### config.mk
export PLATFORM = sky130hd
export DESIGN_NAME = tic_div
export DESIGN_NICKNAME = d
export VERILOG_FILES = /design/src/rtl/tic_pkg.sv /design/src/rtl/tic_div.sv
export SDC_FILE = /design/constraint.sdc
export NUM_CORES = 1
export LEC_CHECK = 0
export ABC_AREA = 1
export BUFFER_PORTS_ARGS = -buffer_cell sky130_fd_sc_hd__buf_2
export CAP_MARGIN = 15
export CORE_UTILIZATION = 51
export CTS_CLUSTER_SIZE = 16
export DETAILED_ROUTE_END_ITERATION = 8
export GPL_ROUTABILITY_DRIVEN = 1
export MAX_ROUTING_LAYER = met4
export PLACE_DENSITY = 0.83
export SLEW_MARGIN = 0
export SYNTH_ARGS = -nofsm -noshare
export SYNTH_HDL_FRONTEND = slang
export SYNTH_SLANG_ARGS = --single-unit
### constraint.sdc
create_clock -name clk_i -period 2.29 [get_ports clk_i]
set_clock_uncertainty 0.1 [all_clocks]
set_input_delay 0.458 -clock clk_i [delete_from_list [all_inputs] [get_ports clk_i]]
set_output_delay 0.458 -clock clk_i [all_outputs]
set_load 0.01 [all_outputs]
### src/rtl/tic_pkg.sv
`timescale 1ns / 1ps
// ----------------------------------------------------------------------------
// tic_pkg
// Shared widths, payload layouts and request codes of the tuple id codec.
// ----------------------------------------------------------------------------
package tic_pkg;

  localparam int unsigned REL_W     = 4;
  localparam int unsigned ARG_W     = 2;
  localparam int unsigned SLOT_W    = 6;
  localparam int unsigned ID_W      = 32;
  localparam int unsigned CNT_W     = 7;
  localparam int unsigned AR_W      = 3;

  localparam int unsigned RELATIONS = 16;
  localparam int unsigned MAX_ARITY = 4;
  localparam int unsigned SLOTS     = 64;

  localparam int unsigned HDR_AW    = REL_W + ARG_W;
  localparam int unsigned REC_AW    = HDR_AW + SLOT_W;
  localparam int unsigned REC_DW    = REL_W + 2 * ID_W;
  localparam int unsigned ARG_DW    = ID_W + CNT_W;
  localparam int unsigned RELH_DW   = AR_W + ID_W;

  localparam int unsigned IN_DW     = 128;
  localparam int unsigned OUT_DW    = 40;

  localparam logic KIND_ENC = 1'b0;
  localparam logic KIND_DEC = 1'b1;

  typedef enum logic [2:0] {
    REQ_REC = 3'd0,
    REQ_ARG = 3'd1,
    REQ_REL = 3'd2,
    REQ_ENC = 3'd3,
    REQ_DEC = 3'd4
  } req_e;

  typedef struct packed {
    logic [5:0]        pad;
    logic [AR_W-1:0]   arity;
    logic [CNT_W-1:0]  record_count;
    logic [ID_W-1:0]   domain_size;
    logic [ID_W-1:0]   index_base;
    logic [ID_W-1:0]   term_value;
    logic [REL_W-1:0]  term_relation;
    logic [SLOT_W-1:0] slot;
    logic [ARG_W-1:0]  argument;
    logic [REL_W-1:0]  relation;
  } in_data_t;

  typedef struct packed {
    logic [2:0]       pad;
    logic             ok;
    logic [ID_W-1:0]  out_value;
    logic [REL_W-1:0] out_relation;
  } out_data_t;

endpackage

### src/rtl/tic_div.sv
`timescale 1ns / 1ps
// ----------------------------------------------------------------------------
// tic_div
// Restoring divider, one quotient bit per cycle; done pulses with results.
// ----------------------------------------------------------------------------
module tic_div (
  input  logic                     clk_i,
  input  logic                     rst_ni,
  input  logic                     start_i,
  input  logic [tic_pkg::ID_W-1:0] dividend_i,
  input  logic [tic_pkg::ID_W-1:0] divisor_i,
  output logic                     done_o,
  output logic [tic_pkg::ID_W-1:0] quot_o,
  output logic [tic_pkg::ID_W-1:0] rem_o
);

  localparam int unsigned CW = $clog2(tic_pkg::ID_W);

  logic                     busy_q, done_q;
  logic [CW-1:0]            cnt_q;
  logic [tic_pkg::ID_W-1:0] r_q, q_q, d_q;
  logic [tic_pkg::ID_W:0]   trial;
  logic                     fits;

  assign trial = {r_q, q_q[tic_pkg::ID_W-1]};
  assign fits  = trial >= {1'b0, d_q};

  always_ff @(posedge clk_i or negedge rst_ni) begin
    if (!rst_ni) begin
      busy_q <= 1'b0;
      done_q <= 1'b0;
      cnt_q  <= '0;
    end else begin
      done_q <= 1'b0;
      if (start_i) begin
        busy_q <= 1'b1;
        cnt_q  <= '0;
      end else if (busy_q) begin
        cnt_q <= cnt_q + 1'b1;
        if (cnt_q == CW'(tic_pkg::ID_W - 1)) begin
          busy_q <= 1'b0;
          done_q <= 1'b1;
        end
      end
    end
  end

  always_ff @(posedge clk_i) begin
    if (start_i) begin
      r_q <= '0;
      q_q <= dividend_i;
      d_q <= divisor_i;
    end else if (busy_q) begin
      r_q <= fits ? tic_pkg::ID_W'(trial - {1'b0, d_q}) : trial[tic_pkg::ID_W-1:0];
      q_q <= {q_q[tic_pkg::ID_W-2:0], fits};
    end
  end

  assign done_o = done_q;
  assign quot_o = q_q;
  assign rem_o  = r_q;

endmodule

Word-level counts from Yosys, hierarchy flattened
Index checks and enable logic that the tools add are counted.
Widths: inputs -> output; s select.
{"block": "totals", "reg_bits": 103, "latchBits": 0, "mem_bits_rw": 0, "romBits": 0, "n_memories": 0}
{"block": "classes", "addsub": 2, "mul": 0, "div": 0, "magnitude_cmp": 1, "n_eq_ne": 1, "n_shift": 0, "n_mux": 11, "bitwise": 0, "reduce_logical": 1}
{"cell": "$mux 32", "n": 3}
{"cell": "$ge 33x32->1", "n": 1}
{"cell": "$sub 32x32->32", "n": 1}
{"cell": "$mux 5", "n": 2}
{"cell": "$mux 1", "n": 6}
{"cell": "$add 5x1->5 const B", "n": 1}
{"cell": "$eq 5x5->1 const B", "n": 1}
{"cell": "$reduce_bool 2->1", "n": 1}

Longest topological paths before layout
{"block": "logic_depth", "depth_word": 4, "ltp_mapped": 17}

Worst setup path before layout
Ideal clock, no wire load.
{"block": "synth_path", "path_kind": "input-to-reg", "start": "input start_i", "end": "register q_q, in the netlist quot_o[0] (enable)", "setup_ps": 409, "arrival_time_ps": 2054, "required_ps": 1781, "path_slack_ps": -273, "stages": 4, "n_path_buf": 2, "cell_sequence": "clkbuf_1 -> nor2_1 -> inv_1 -> buf_1"}
{"block": "synth_between", "elab_chain_cells": 1}
{"item": "start, declared", "line_no": "tic_div.sv:9", "rtl": "input logic start_i,"}
{"item": "$reduce_bool 2->1 (no source line)"}
{"item": "end signal, assigned", "line_no": "tic_div.sv:51", "rtl": "q_q <= dividend_i;"}
{"item": "end signal, assigned", "line_no": "tic_div.sv:55", "rtl": "q_q <= {q_q[tic_pkg::ID_W-2:0], fits};"}
{"item": "end, declared", "line_no": "tic_div.sv:21", "rtl": "logic [tic_pkg::ID_W-1:0] r_q, q_q, d_q;"}
Every way passes these cells.
A chain may end at the register's enable or synchronous reset.

Worst setup path in the final report
{"block": "layout_path", "start": "register d_q[22] (netlist name)", "end": "register r_q, in the netlist rem_o[23]"}
{"block": "layout_between", "elab_chain_cells": 2, "word_cells_on_any_way": 3, "cone_classes": "1 x add/sub; 1 x order compare; 1 x mux"}
{"item": "start, declared", "line_no": "tic_div.sv:21"}
{"item": "start signal, assigned", "line_no": "tic_div.sv:52", "rtl": "d_q <= divisor_i;"}
{"item": "$sub 32x32->32 / $ge 33x32->1 (equally long branches)", "line_no": "tic_div.sv:54, tic_div.sv:26"}
{"item": "$mux 32 *", "line_no": "tic_div.sv:54", "rtl": "r_q <= fits ? tic_pkg::ID_W'(trial - {1'b0, d_q}) : trial[tic_pkg::ID_W-1:0];"}
{"item": "end signal, assigned", "line_no": "tic_div.sv:54"}
{"item": "end, declared", "line_no": "tic_div.sv:21"}
Every way passes the cells marked *; elsewhere a longest branch is shown, timed or not.

==> results.toml <==
[worst_setup_path]
crit_slowest_cell = "edfxtp_1"
cp_num_buf_inv = 3
cp.depth = 15
end_kind = "register"
cpPeakStageDelay_ns = 0.33
cp-start-kind = "register"
cp_common_cell = "nand2_1"
critPathMaxFanout = 7
r2r_start = "d_q[22]$_DFFE_PP_"
worstSetupPathType = "register to register"
crit_chain = "inv_1 -> ha_4 -> nand2_1 -> nor2_2 -> nand2_1 -> nand2_1 -> nand2_1 -> nand2_1 -> nor2_4 -> buf_12 -> nand2_8 -> clkbuf_16 -> nand2_1 -> nand3_1 -> nand2_1"
cp.arrival_ns = 2.44
r2r_cells = 15
required_ns = 2.44
startpoint = "d_q[22]$_DFFE_PP_"
critPathTopFamily = "simple AND/OR/NAND/NOR gates"

[global_routing]
grt_pass1_vias = 6432
grt_max_degree = 33
grt-ovfl-total = 0
grt_pass1_wl_um = 30700
gr-usage-all-layers = 0.289
antenna_found_initial = 0

[timing]
worstMarginPinSlew_ns = 0.386
final-hold-violation-count = 0
min_period_ns = 2.29
period_share = 1.00
fmax_mhz = 436
finalSetupViolations = 1
worst_slack_ns = -0.00281
slew_viol_final = 0
slew_headroom = 0.743
grt_setup_unrepaired = "true"

[cts]
cts.path.max_buffers = 2
clockRootBuffer = "clkbuf_16"
cts.clk_slew.worst_paths_ns = 0.08
clk_latency_ns = 0.36
htree_levels = 3
cts_buffers = 9
cts.sinks = 103
cts_tree = "done"

[finish]
design_area_mm2 = 0.00926
nets = 1296
fill_cells = 1022
diodes = 0
stdcell_count = 1371
area_growth_pct = 35.6
drive_gt1_frac = 0.276

[floorplanning]
fp.dieW_um = 118
start_util = 0.532
num_rows = 41
boundaryPins = 132
die_area_mm2 = 0.0139
core_mm2 = 0.0128
die_height_um = 118

[logic_synthesis]
netlist_top_cells_area = "edfxtp_1, nand2_1, inv_1"
synth_area_mm2 = 0.00683
syn_nets = 1091
synthTopCellsByCount = "nand2_1, inv_1, nand3_1"
synth_top_area_share = 0.282
synth_area_per_cell_um2 = 6.90
synth_top_cell_by_area = "edfxtp_1"
ys.flop_type = "edfxtp_1"
synth.most_common_cell = "nand2_1"
synth_seq_cells = 103
synth_edf_count = 64
postSynth.asyncResetShare = 0.0680
syn_inst = 989
yosysSeqAreaShare = 0.401
ys_types = 37
yosysWarningCount = 0

[route]
ant_nets = 0
vias = 7049
viasPerCell = 5.14
wl_per_cell_um = 15.3
drc = 0
drt_pass1_iterations = 5
drt_iter0_drc = 554
wirelength_um = 20900

[power_and_ir_drop]
leakage_uw = 0.00498
p_per_area_mw_per_mm2 = 1060
peakVddDrop_mv = 0.727

[min_path]
min_path_cells = 1
holdCritStartpoint = "divisor_i[1]"
hp-class = "input pin to register"

[run]
max_cap_viol_count = 0

[place]
place_hpwl_um = 14900
dpl.cell_count = 1341
port-buffer-count = 131
gp_congestion = 0.941
place_area_mm2 = 0.00813

[outcome]
outcome = "finished with violations"
violations = "setup timing"
[cell type report]
class,count,area (um^2),share of cell area
clock inverter,7,101,0.0109
timing repair buffer,216,1460,0.158
tap,172,215,0.0232
sequential,103,2740,0.296
clock buffer,9,225,0.0243
multi-input combinational,676,3810,0.412
inverter,188,706,0.0762
[state kept, by name, indices dropped and copies added, names as in the netlist]
signal	cells
busy_q	1
cnt_q	5
quot_o	32
rem_o	32
done_o	1
d_q	32
[metal layers]
| layer | global-route usage | vias to the layer above | routed length [um] |
|---|---|---|---|
| met5 | - | - | 0 |
| met4 | 0.0689 | 0 | 476 |
| met3 | 0.0533 | 45 | 1390 |
| met2 | 0.479 | 292 | 10400 |
| met1 | 0.363 | 3241 | 8670 |
| li1 | - | 3471 | - |
[cells in the final DEF, fill, tap and decap left out, types with 11 or more instances in the layout]
cell type and instances:
nor2_1 33, xnor2_1 13, inv_1 181, ha_4 25, clkbuf_16 13, a21oi_1 20, edfxtp_1 64, nand3b_1 13
nand2_1 381, o21ai_1 12, buf_4 70, nand3_1 70, nand2_2 29, buf_2 131, nand3_2 11, dfxtp_1 30
[report_power, final]
part	switching (uW)	internal (uW)	leakage [uW]
sequential	292	2290	0.00102
combinational	3040	2500	0.00381
clock	777	886	0.000156
total	4110	5680	0.00498
[cell families after synthesis]
kind of cell               after synthesis  synth area share
DFF                                    103             0.401
AOI/OAI and AO/OA                       46            0.0370
xor gates and xnor gates                14            0.0180
buffers and inverters                  210             0.122
adders and majority gates               35            0.0652
and+or+nand+nor                        581             0.357
[path summary, 6_finish.rpt]
check,end,slack [ns]
setup reg to reg,rem_o[23]$_SDFFE_PP0P_,-0.003
hold reg to reg,rem_o[28]$_SDFFE_PP0P_,0.40
setup / recovery,rem_o[23]$_SDFFE_PP0P_,-0.003
hold / removal,d_q[1]$_DFFE_PP_,0.17
max in group asynchronous,cnt_q[3]$_DFFE_PN0P_,1.53
min in group asynchronous,done_o$_DFF_PN0_,0.40
[timing repair]
item / in CTS / in global routing
pin swaps: 0 / 28
hold endpoints to repair: 7 / 0
setup buffers: 0 / 8
resized for setup: 6 / 110
hold buffers: 1 / 0
endpoints found under the setup margin: 19 / 33
gates cloned: 0 / 5
[per-stage QoR]
stage               setup TNS (ns)  utilization  power, uW  hold WS [ns]  worst slack (ns)
floorplan                        0            -       5340        0.0624             0.186
global placement          -0.00869        0.634       6830         0.197          -0.00869
detailed placement         -0.0488        0.634       6920         0.200           -0.0271
CTS                              0        0.662       8630         0.159            0.0121
global route                 -1.50        0.722      10400         0.152            -0.117
finish                    -0.00281        0.722       9790         0.166          -0.00281
Power figures use the tool's default switching activity.
