`src/rtl/tic_ram.sv`:
```
`timescale 1ns / 1ps
// ----------------------------------------------------------------------------
// tic_ram
// Simple dual-port synchronous RAM, one write and one registered read port.
// ----------------------------------------------------------------------------
module tic_ram #(
  parameter int unsigned Width = 8,
  parameter int unsigned Depth = 16,
  localparam int unsigned AddrW = $clog2(Depth)
) (
  input  logic             clk_i,
  input  logic             we_i,
  input  logic [AddrW-1:0] waddr_i,
  input  logic [Width-1:0] wdata_i,
  input  logic             re_i,
  input  logic [AddrW-1:0] raddr_i,
  output logic [Width-1:0] rdata_o
);

  logic [Width-1:0] mem_q [Depth];
  logic [Width-1:0] rdata_q;

  always_ff @(posedge clk_i) begin
    if (we_i) begin
      mem_q[waddr_i] <= wdata_i;
    end
    if (re_i) begin
      rdata_q <= mem_q[raddr_i];
    end
  end

  assign rdata_o = rdata_q;

endmodule

```
`config.mk`:
```
export PLATFORM = sky130hd
export DESIGN_NAME = tic_ram
export DESIGN_NICKNAME = d
export VERILOG_FILES = /design/src/rtl/tic_ram.sv
export SDC_FILE = /design/constraint.sdc
export NUM_CORES = 1
export LEC_CHECK = 0
export BUFFER_PORTS_ARGS = -buffer_cell sky130_fd_sc_hd__buf_2
export CAP_MARGIN = 20
export CORE_UTILIZATION = 65
export DETAILED_ROUTE_END_ITERATION = 8
export HOLD_SLACK_MARGIN = 0.08
export PLACE_DENSITY = 0.84
export RECOVER_POWER = 25
export SYNTH_ARGS = -nofsm -noshare
export SYNTH_HDL_FRONTEND = slang
export SYNTH_SLANG_ARGS = --single-unit
export TNS_END_PERCENT = 1
```
`constraint.sdc`:
```
create_clock -name clk_i -period 4.6 [get_ports clk_i]
set_input_delay 0.92 -clock clk_i [delete_from_list [all_inputs] [get_ports clk_i]]
set_output_delay 0.92 -clock clk_i [all_outputs]
set_load 0.1 [all_outputs]
```
After elaboration in Yosys (flattened, before gate mapping)
Memory sizes are Yosys's and may differ from the RTL's. A register that Yosys moved wholly into a read port is not among the register bits.
Index checks and enable logic that the tools add are counted.
Storage, ports and cells
  bits in registers: 0
  memory bits (writable): 128
  input bits: 19
  output and inout port bits: 8
  logic and storage cells: 3
  memories kept: 1
Memory list
  mem_q: words 16, width 8, read ports 1, clocked after Yosys merged registers in 1, wr ports 1, RTL line 20  | logic [Width-1:0] mem_q [Depth];
Cells by class
  muxes and demuxes: 2
Operators by type and width (number)
  1-bit two-way mux: 2

Longest topological paths before layout
Gate-level depths: netlist of the first run.
  word-level depth: 2
  depth in mapped cells: 5
  gate-level depth less buffers: 3

Least setup slack after synthesis of the first run
No wires, ideal clock.
  path type: input port to flip-flop
  from: in waddr_i[2]
  to: mem mem_q[0][0] (enable)
  library setup time: 0.383 ns
  data arrival time: 2.030 ns
  data required time: 4.217 ns
  setup slack: 2.187 ns
  cell stages on the path: 2
  cell sequence: or3b_2 nor3_1
RTL lines
  from (decl): RTL line 13  | input logic [AddrW-1:0] waddr_i,
  to (decl): RTL line 20
Straight into the memory's write port.

==> results of run 1 <==
[sequential cells by signal, indices dropped and copies added, names as in the netlist]
register	count
rdata_o	8
mem_q	128
[routing by layer]
| layer | vias to the layer above | global-route usage, % |
|---|---|---|
| met3 | 18 | 7.63 |
| li1 | 1064 | - |
| met1 | 1259 | 35.5 |
| met4 | 0 | 11.8 |
| met5 | - | 0 |
| met2 | 124 | 42.9 |
[layout by cell type (no fill, tap or decap), drive strengths merged]
cell type	instances
nand2	9
nor3	4
bufinv	1
a22oi	16
and2	1
clkinv	11
nor2b	1
clkbuf	22
edfxtp	136
nor2	13
nand3	1
nand2b	2
clkinvlp	2
buf	25
and2b	1
or3b	1
mux4	32
nand3b	2
[power breakdown]
| group | leakage (nW) | internal (mW) | switching [mW] |
|---|---|---|---|
| clock network | 0.262 | 0.705 | 0.487 |
| registers | 1.24 | 1.40 | 0.00923 |
| logic | 0.481 | 0.0481 | 0.113 |
[per-stage QoR]
step / std cells / cell area [sq um] / hold slack [ps] / total power, mW
detailed placement: 351 / 5430 / 748 / 1.59
global placement: 351 / 5430 / 725 / 1.58
floorplan: 229 / 5230 / 705 / 1.54
finish: 382 / 5950 / 768 / 2.76
CTS: 382 / 5950 / 768 / 2.77
global route: 382 / 5950 / 762 / 2.82
[cells by family after synthesis]
| logic type | Yosys count | share of synthesized area, % |
|---|---|---|
| AOI/OAI and AO/OA | 16 | 2.30 |
| buffers and inverters | 10 | 1.65 |
| DFF | 136 | 78.1 |
| muxes | 32 | 14.8 |
| and+or+nand+nor | 35 | 3.14 |
[cells in the mapped netlist, drive strengths merged]
library cell   number  area share [%]
nor2b               1            0.12
clkdlybuf4s25       3            0.57
or3b                1            0.17
nand3               1           0.096
nand3b              2            0.29
nor2               13            0.93
nand2b              2            0.24
nor3                4            0.38
and2                1            0.12
mux4               32              15
edfxtp            136              78
nand2               9            0.65
and2b               1            0.14
buf                 7             1.1
a22oi              16             2.3
[worst paths after layout]
path,cells past startpoint,start,endpoint
max,4,raddr_i[0],rdata_o[7]
max reg2reg,3,mem_q[10][7],rdata_o[7]
min,3,mem_q[11][3],rdata_o[3]
min reg2reg,3,mem_q[11][3],rdata_o[3]
[worst min-delay path: stages, from the launching register on]
cell,delay [ps]
edfxtp_1,310
mux4_1,210
a22oi_1,80
nand2_1,60
[cell type report]
type                            count  area, sq um
Tap cell                          102          128
Sequential cell                   136         4080
Timing Repair Buffer               30          154
Clock inverter                     14          111
Multi-Input combinational cell     83         1060
Fill cell                         410         1820
Clock buffer                       17          414
==> flow_summary.json, run 1 <==
{
  "netlist_instances": 229,
  "cp_num_buf_inv": 1,
  "fin_crit_sh_pct": 55.2,
  "period_minus_slack_ps": 2540,
  "setup_slack_ps": 2060,
  "grt_pass1_vias": 2488,
  "syn_to_final_growth_pct": 13.8,
  "hold_class": "flip-flop to flip-flop",
  "rsz0062_at_grt": "no",
  "worst_pin_slew_ps": 1020,
  "met1_length_mm": 3.95,
  "cp.arrival_ps": 2790,
  "cp.required_ps": 4850,
  "wl_per_cell_um": 26.5,
  "fp.dieH_um": 91.7,
  "peakVddDrop_mv": 0.330,
  "globalplace.congestion": 0.723,
  "max_freq_ghz": 0.394,
  "worst_setup_path_start_kind": "input pin",
  "n_antenna_cell": 0,
  "power.leakage_nw": 1.98,
  "core.rowCount": 32,
  "nets": 287,
  "drt_iter0_markers": 200,
  "grt_pass1_wl_mm": 15.0,
  "h-tree-depth": 4,
  "ctsHoldBuffers": 0,
  "slowest_delay_ps": 750,
  "post-dp-hpwl_mm": 5.73,
  "outcome": "complete, no violations",
  "port_buffers": 26,
  "cap_violations": 0,
  "die_w_um": 91.7,
  "critPathSlowestCell": "buf_2",
  "ctsLongestPathBuffers": 2,
  "pre_cts_ws_ps": 1580,
  "initial_core_util_pct": 67.3,
  "final_util_pct": 76.6,
  "ios": 27,
  "synthesis.area_sq_mm": 0.00523,
  "relSlewSlack_pct": 32.1,
  "dr_wl_met2_mm": 5.32,
  "drc": 0,
  "ctsResizeCount": 0,
  "cts.clk_slew.worst_paths_ps": 60,
  "power.density_mw_per_mm2": 464,
  "r2r_slack_ps": 3020,
  "via_per_inst": 6.45,
  "maxSlewViolCount": 0,
  "synth_seq_area_share_pct": 78.1,
  "finalSetupViolCount": 0,
  "cp_max_fo": 32,
  "hold_violations": 0,
  "finalWirelength_mm": 10.1,
  "criticalPathCategory": "input pin to flip-flop",
  "synthDistinctLibCells": 18,
  "top_layer": "met4",
  "antenna_found_initial": 0,
  "clkSinkCount": 136,
  "core-area_sq_mm": 0.00777,
  "fin_skew_ps": 4.64,
  "ys_ff_latch": 136,
  "cts_tree": "done",
  "clkLatencyLatePin_ps": 520,
  "grtUsageTotal_pct": 27.0,
  "post_cts_buffers": 0,
  "dieArea_sq_mm": 0.00841,
  "met3WireLength_um": 628,
  "synth_area_per_cell_sq_um": 22.8,
  "crit_family": "buffers and inverters",
  "root_buffer": "clkbuf_8",
  "tns_ps": 0,
  "num_vias": 2465,
  "detail_route.first_pass.iterations": 7,
  "drive_gt1_share_pct": 26.8,
  "yosys_warnings": 0,
  "synth.net_count": 248,
  "cp_cell_sequence": "buf_2 -> mux4_2 -> a22oi_1 -> nand2_1",
  "antenna_left": 0,
  "globalRoute.totalOverflow": 0,
  "critPathCaptureType": "flip-flop",
  "grt_start_max_net_pins": 33,
  "numCtsBuffers": 17
}
No activity file was read; power rests on OpenSTA's default activity.
==> inputs of run 2 (changes only) <==
- CORE_UTILIZATION: 65 -> 60
- PLACE_DENSITY: 0.84 -> 0.78
- clock period: 4.6 -> 2.5 ns (I/O delays scaled with it)
==> flow_summary.json, run 2 (synthesis results as in run 1) <==
{
  "cap_violations": 0,
  "slowest_delay_ps": 440,
  "clkLatencyLatePin_ps": 510,
  "grt_pass1_vias": 2563,
  "syn_to_final_growth_pct": 17.7,
  "initial_core_util_pct": 62.7,
  "whs_endpoint": "rdata_o[2]",
  "fin_crit_sh_pct": 72.7,
  "layout_common_cells": "136 x edfxtp_1, 21 x buf_2, 18 x mux4_2",
  "rsz0062_at_grt": "no",
  "detail_route.first_pass.iterations": 5,
  "relSlewSlack_pct": 50.4,
  "clkSinkCount": 136,
  "die_w_um": 95.3,
  "ios": 27,
  "cp_cell_sequence": "buf_2",
  "instances_no_fill": 399,
  "top_register": "mem_q",
  "rr_worst_depth": 3,
  "post_cts_buffers": 0,
  "cts.clk_slew.worst_paths_ps": 60,
  "peakVddDrop_mv": 0.573,
  "n_antenna_cell": 0,
  "dieArea_sq_mm": 0.00909,
  "dp.cells": 368,
  "grt_start_max_net_pins": 33,
  "layout_commonest_cell": "edfxtp_1",
  "port_buffers": 26,
  "finalSetupViolCount": 0,
  "final_area_sq_mm": 0.00615,
  "grtUsageTotal_pct": 25.6,
  "via_per_inst": 6.36,
  "cts_tree": "done",
  "drive_gt1_share_pct": 29.6,
  "cp.depth": 1,
  "antenna_found_initial": 0,
  "power.density_mw_per_mm2": 875,
  "cp.arrival_ps": 1320,
  "nets": 301,
  "tns_ps": 0,
  "r2r_slack_ps": 920,
  "critPathCaptureType": "output pin",
  "root_buffer": "clkbuf_8",
  "drc": 0,
  "cp_num_buf_inv": 1,
  "worst_setup_path_start_kind": "flip-flop",
  "outcome": "complete, no violations",
  "post_dp_cell_area_sq_mm": 0.00556,
  "grt_pass1_wl_mm": 15.1,
  "max_freq_ghz": 0.550,
  "fillers": 460,
  "globalRoute.totalOverflow": 0,
  "core-area_sq_mm": 0.00834,
  "core.rowCount": 33,
  "worst_pin_slew_ps": 742,
  "power.leakage_nw": 2.07,
  "cp_max_fo": 1,
  "numCtsBuffers": 17,
  "hold_violations": 0,
  "antenna_left": 0,
  "period_minus_slack_ps": 1820,
  "maxSlewViolCount": 0,
  "fp.dieH_um": 95.3,
  "largest_reg_flops": 128,
  "hold_class": "input pin to flip-flop",
  "reg2reg_from": "mem_q[0][0]",
  "criticalPathCategory": "flip-flop to output pin",
  "ctsResizeCount": 0,
  "crit_family": "buffers and inverters",
  "ctsLongestPathBuffers": 2,
  "h-tree-depth": 4,
  "drt_iter0_markers": 258,
  "num_vias": 2536,
  "min_from": "re_i",
  "critPathSlowestCell": "buf_2",
  "rr_endpoint": "rdata_o[0]",
  "cp.required_ps": 2000,
  "min_path_cells": 1,
  "ctsHoldBuffers": 0,
  "post-dp-hpwl_mm": 5.99,
  "fin_skew_ps": 7.17,
  "globalplace.congestion": 0.709,
  "wl_per_cell_um": 25.4,
  "finalWirelength_mm": 10.1
}
run 2: cell count changes in the layout (fill, tap and decap cells not counted):
cell / before / now
clkinv_2: 8 / 2
buf_12: 0 / 2
clkinvlp_4: 2 / 6
buf_4: 4 / 16
bufinv_16: 1 / 4
clkinv_4: 3 / 0
clkinv_1: 0 / 2
run 2: per-layer routing:
layer	GRT usage, %	vias to the layer above	wire (um)
met3	7.74	25	695
met1	34.8	1310	4050
met2	39.4	113	5170
li1	-	1088	-
met4	10.2	0	235
met5	0	-	0
run 2: worst max-delay path by stage:
| stage | to | startpoint |
|---|---|---|
| after floorplan | mem_q[0][0] | waddr_i[2] |
| final | rdata_o[2] | rdata_o[2] |
| after CTS | rdata_o[2] | rdata_o[2] |
| after global placement | rdata_o[0] | raddr_i[0] |
| after global routing | rdata_o[2] | rdata_o[2] |
| after detailed placement | rdata_o[0] | raddr_i[0] |
run 2: through the flow:
stage / setup WS (ps) / hold slack [ps] / power (mW) / utilization (%)
after global routing: 641 / 333 / 5.54 / 73.8
after floorplan: 507 / 599 / 2.84 / -
after CTS: 653 / 336 / 5.42 / 73.9
final: 682 / 359 / 5.39 / 73.8
after global placement: 361 / 730 / 2.93 / 66.7
after detailed placement: 344 / 755 / 2.94 / 66.7
run 2: final cells by class:
type                    instances  area [sq um]  share of cell area [%]
clock inverters                14           183                    2.97
repair buffers                 44           284                    4.62
multi-input cells              83          1060                    17.2
well taps                     105           131                    2.14
clock buffers                  17           414                    6.73
flip-flops and latches        136          4080                    66.4
run 2: report_power, final:
group	total [mW]	internal [mW]	switching (mW)
clock	2.49	1.60	0.891
sequential	2.58	2.57	0.0145
combinational	0.312	0.0981	0.214
total	5.39	4.27	1.12
==> inputs of run 3 (changes only) <==
- CORE_UTILIZATION: 60 -> 54
- PLACE_DENSITY: 0.78 -> 0.74
- clock period: 2.5 -> 1.6 ns (I/O delays scaled with it)
==> flow_summary.json, run 3 (synthesis results as in run 1) <==
{
  "cp_cell_sequence": "buf_4",
  "tns_ps": 0,
  "globalRoute.totalOverflow": 0,
  "port_buffers": 26,
  "syn_to_final_growth_pct": 21.2,
  "antenna_found_initial": 0,
  "critPathSlowestCell": "edfxtp_1",
  "cts.clk_slew.worst_paths_ps": 60,
  "worst_setup_path_start_kind": "flip-flop",
  "setup_slack_ps": 48.7,
  "power.density_mw_per_mm2": 1370,
  "grt_start_max_net_pins": 18,
  "final_area_sq_mm": 0.00634,
  "cts_tree": "done",
  "hold_violations": 0,
  "relSlewSlack_pct": 47.7,
  "maxSlewViolCount": 0,
  "peakVddDrop_mv": 0.715,
  "fin_skew_ps": 8.09,
  "final_util_pct": 67.9,
  "instances_no_fill": 431,
  "rr_worst_depth": 3,
  "initial_core_util_pct": 56.0,
  "power.leakage_nw": 2.15,
  "post_dp_cell_area_sq_mm": 0.00569,
  "nets": 308,
  "worst_pin_slew_ps": 783,
  "ctsHoldBuffers": 0,
  "cp.arrival_ps": 1230,
  "pre_cts_ws_ps": -300,
  "drive_gt1_share_pct": 31.5,
  "outcome": "complete, no violations",
  "hold_class": "input pin to flip-flop",
  "ios": 27,
  "root_buffer": "clkbuf_8",
  "max_freq_ghz": 0.645,
  "dp.cells": 399,
  "critPathCaptureType": "output pin",
  "via_per_inst": 5.92,
  "die_w_um": 100,
  "clkSinkCount": 136,
  "globalplace.congestion": 0.767,
  "rsz0062_at_grt": "no",
  "post-dp-hpwl_mm": 6.04,
  "drc": 0,
  "crit_family": "flip-flops",
  "cp.required_ps": 1280,
  "layout_commonest_cell": "edfxtp_1",
  "finalSetupViolCount": 0,
  "cp.depth": 1,
  "slowest_delay_ps": 400,
  "grt_pass1_vias": 2602,
  "multi_input_area_sq_mm": 0.00107,
  "detail_route.first_pass.iterations": 4,
  "fillers": 556,
  "crit_start": "rdata_o[7]",
  "cp-endpoint": "rdata_o[7]",
  "grtUsageTotal_pct": 23.1,
  "top_register": "mem_q",
  "fin_crit_sh_pct": 97.0,
  "numCtsBuffers": 17,
  "ctsLongestPathBuffers": 2,
  "n_antenna_cell": 0,
  "core.rowCount": 35,
  "cp_num_buf_inv": 1,
  "cp_max_fo": 1,
  "min_from": "re_i",
  "cap_violations": 0,
  "core-area_sq_mm": 0.00933,
  "r2r_slack_ps": 80,
  "rr_endpoint": "rdata_o[6]",
  "post_cts_buffers": 0,
  "h-tree-depth": 4,
  "criticalPathCategory": "flip-flop to output pin",
  "seq_area_sq_mm": 0.00408,
  "drt_iter0_markers": 166,
  "layout_common_cells": "136 x edfxtp_1, 28 x buf_4, 18 x mux4_2",
  "antenna_left": 0,
  "num_vias": 2553,
  "dieArea_sq_mm": 0.0101,
  "largest_reg_flops": 128,
  "period_minus_slack_ps": 1550,
  "fp.dieH_um": 100,
  "min_path_cells": 1,
  "grt_pass1_wl_mm": 15.4,
  "reg2reg_from": "mem_q[8][6]",
  "clkLatencyLatePin_ps": 520,
  "finalWirelength_mm": 10.4,
  "wl_per_cell_um": 24.2
}
run 3: cell count changes in the layout (fill, tap and decap cells not counted):
cell,before,now
buf_4,16,28
nor3_2,0,1
clkinv_4,0,3
bufinv_16,4,5
nor3_1,4,3
a22oi_2,0,2
clkinvlp_4,6,2
buf_2,21,12
clkbuf_1,5,9
clkinv_1,2,1
clkinv_2,2,1
buf_12,2,5
a22oi_1,16,14
run 3: area by class of cell:
class / count / area share, %
clock buffers: 20 / 6.71
multi-input cells: 83 / 16.9
repair buffers: 51 / 6.20
well taps: 129 / 2.55
clock inverters: 12 / 3.16
flip-flops and latches: 136 / 64.5
run 3: report_power, final:
part / leakage (nW) / total (mW) / switching [mW] / internal (mW)
clock network: 0.297 / 4.14 / 1.45 / 2.69
registers: 1.24 / 4.04 / 0.0255 / 4.02
logic: 0.617 / 0.523 / 0.338 / 0.185
total: 2.15 / 8.70 / 1.81 / 6.89
run 3: what timing repair did:
item,in CTS,in global routing
pin swaps,0,0
setup endpoints to repair,8,2
gates resized for setup,8,2
endpoints found under the hold margin,0,0
run 3: how the worst min path moves through the flow:
| stage | slack (ps) | end |
|---|---|---|
| floorplan | 420 | mem_q[0][0] |
| global placement | 700 | rdata_o[4] |
| detailed placement | 700 | rdata_o[4] |
| CTS | 150 | rdata_o[2] |
| global route | 150 | rdata_o[2] |
| finish | 170 | rdata_o[0] |
run 3: layer usage:
layer / wire length (um) / up-vias / part of all wire (%) / global-route usage, %
met5: 0 / - / 0 / 0
met3: 647 / 13 / 6.2 / 6.69
met4: 137 / 0 / 1.3 / 9.25
met1: 4420 / 1333 / 42 / 31.8
met2: 5230 / 109 / 50 / 35.2
li1: - / 1098 / - / -
run 3: through the flow:
stage,power (mW),hold slack (ps)
floorplan,4.43,419
global placement,4.61,697
detailed placement,4.62,704
CTS,8.74,147
global route,8.92,145
finish,8.70,169
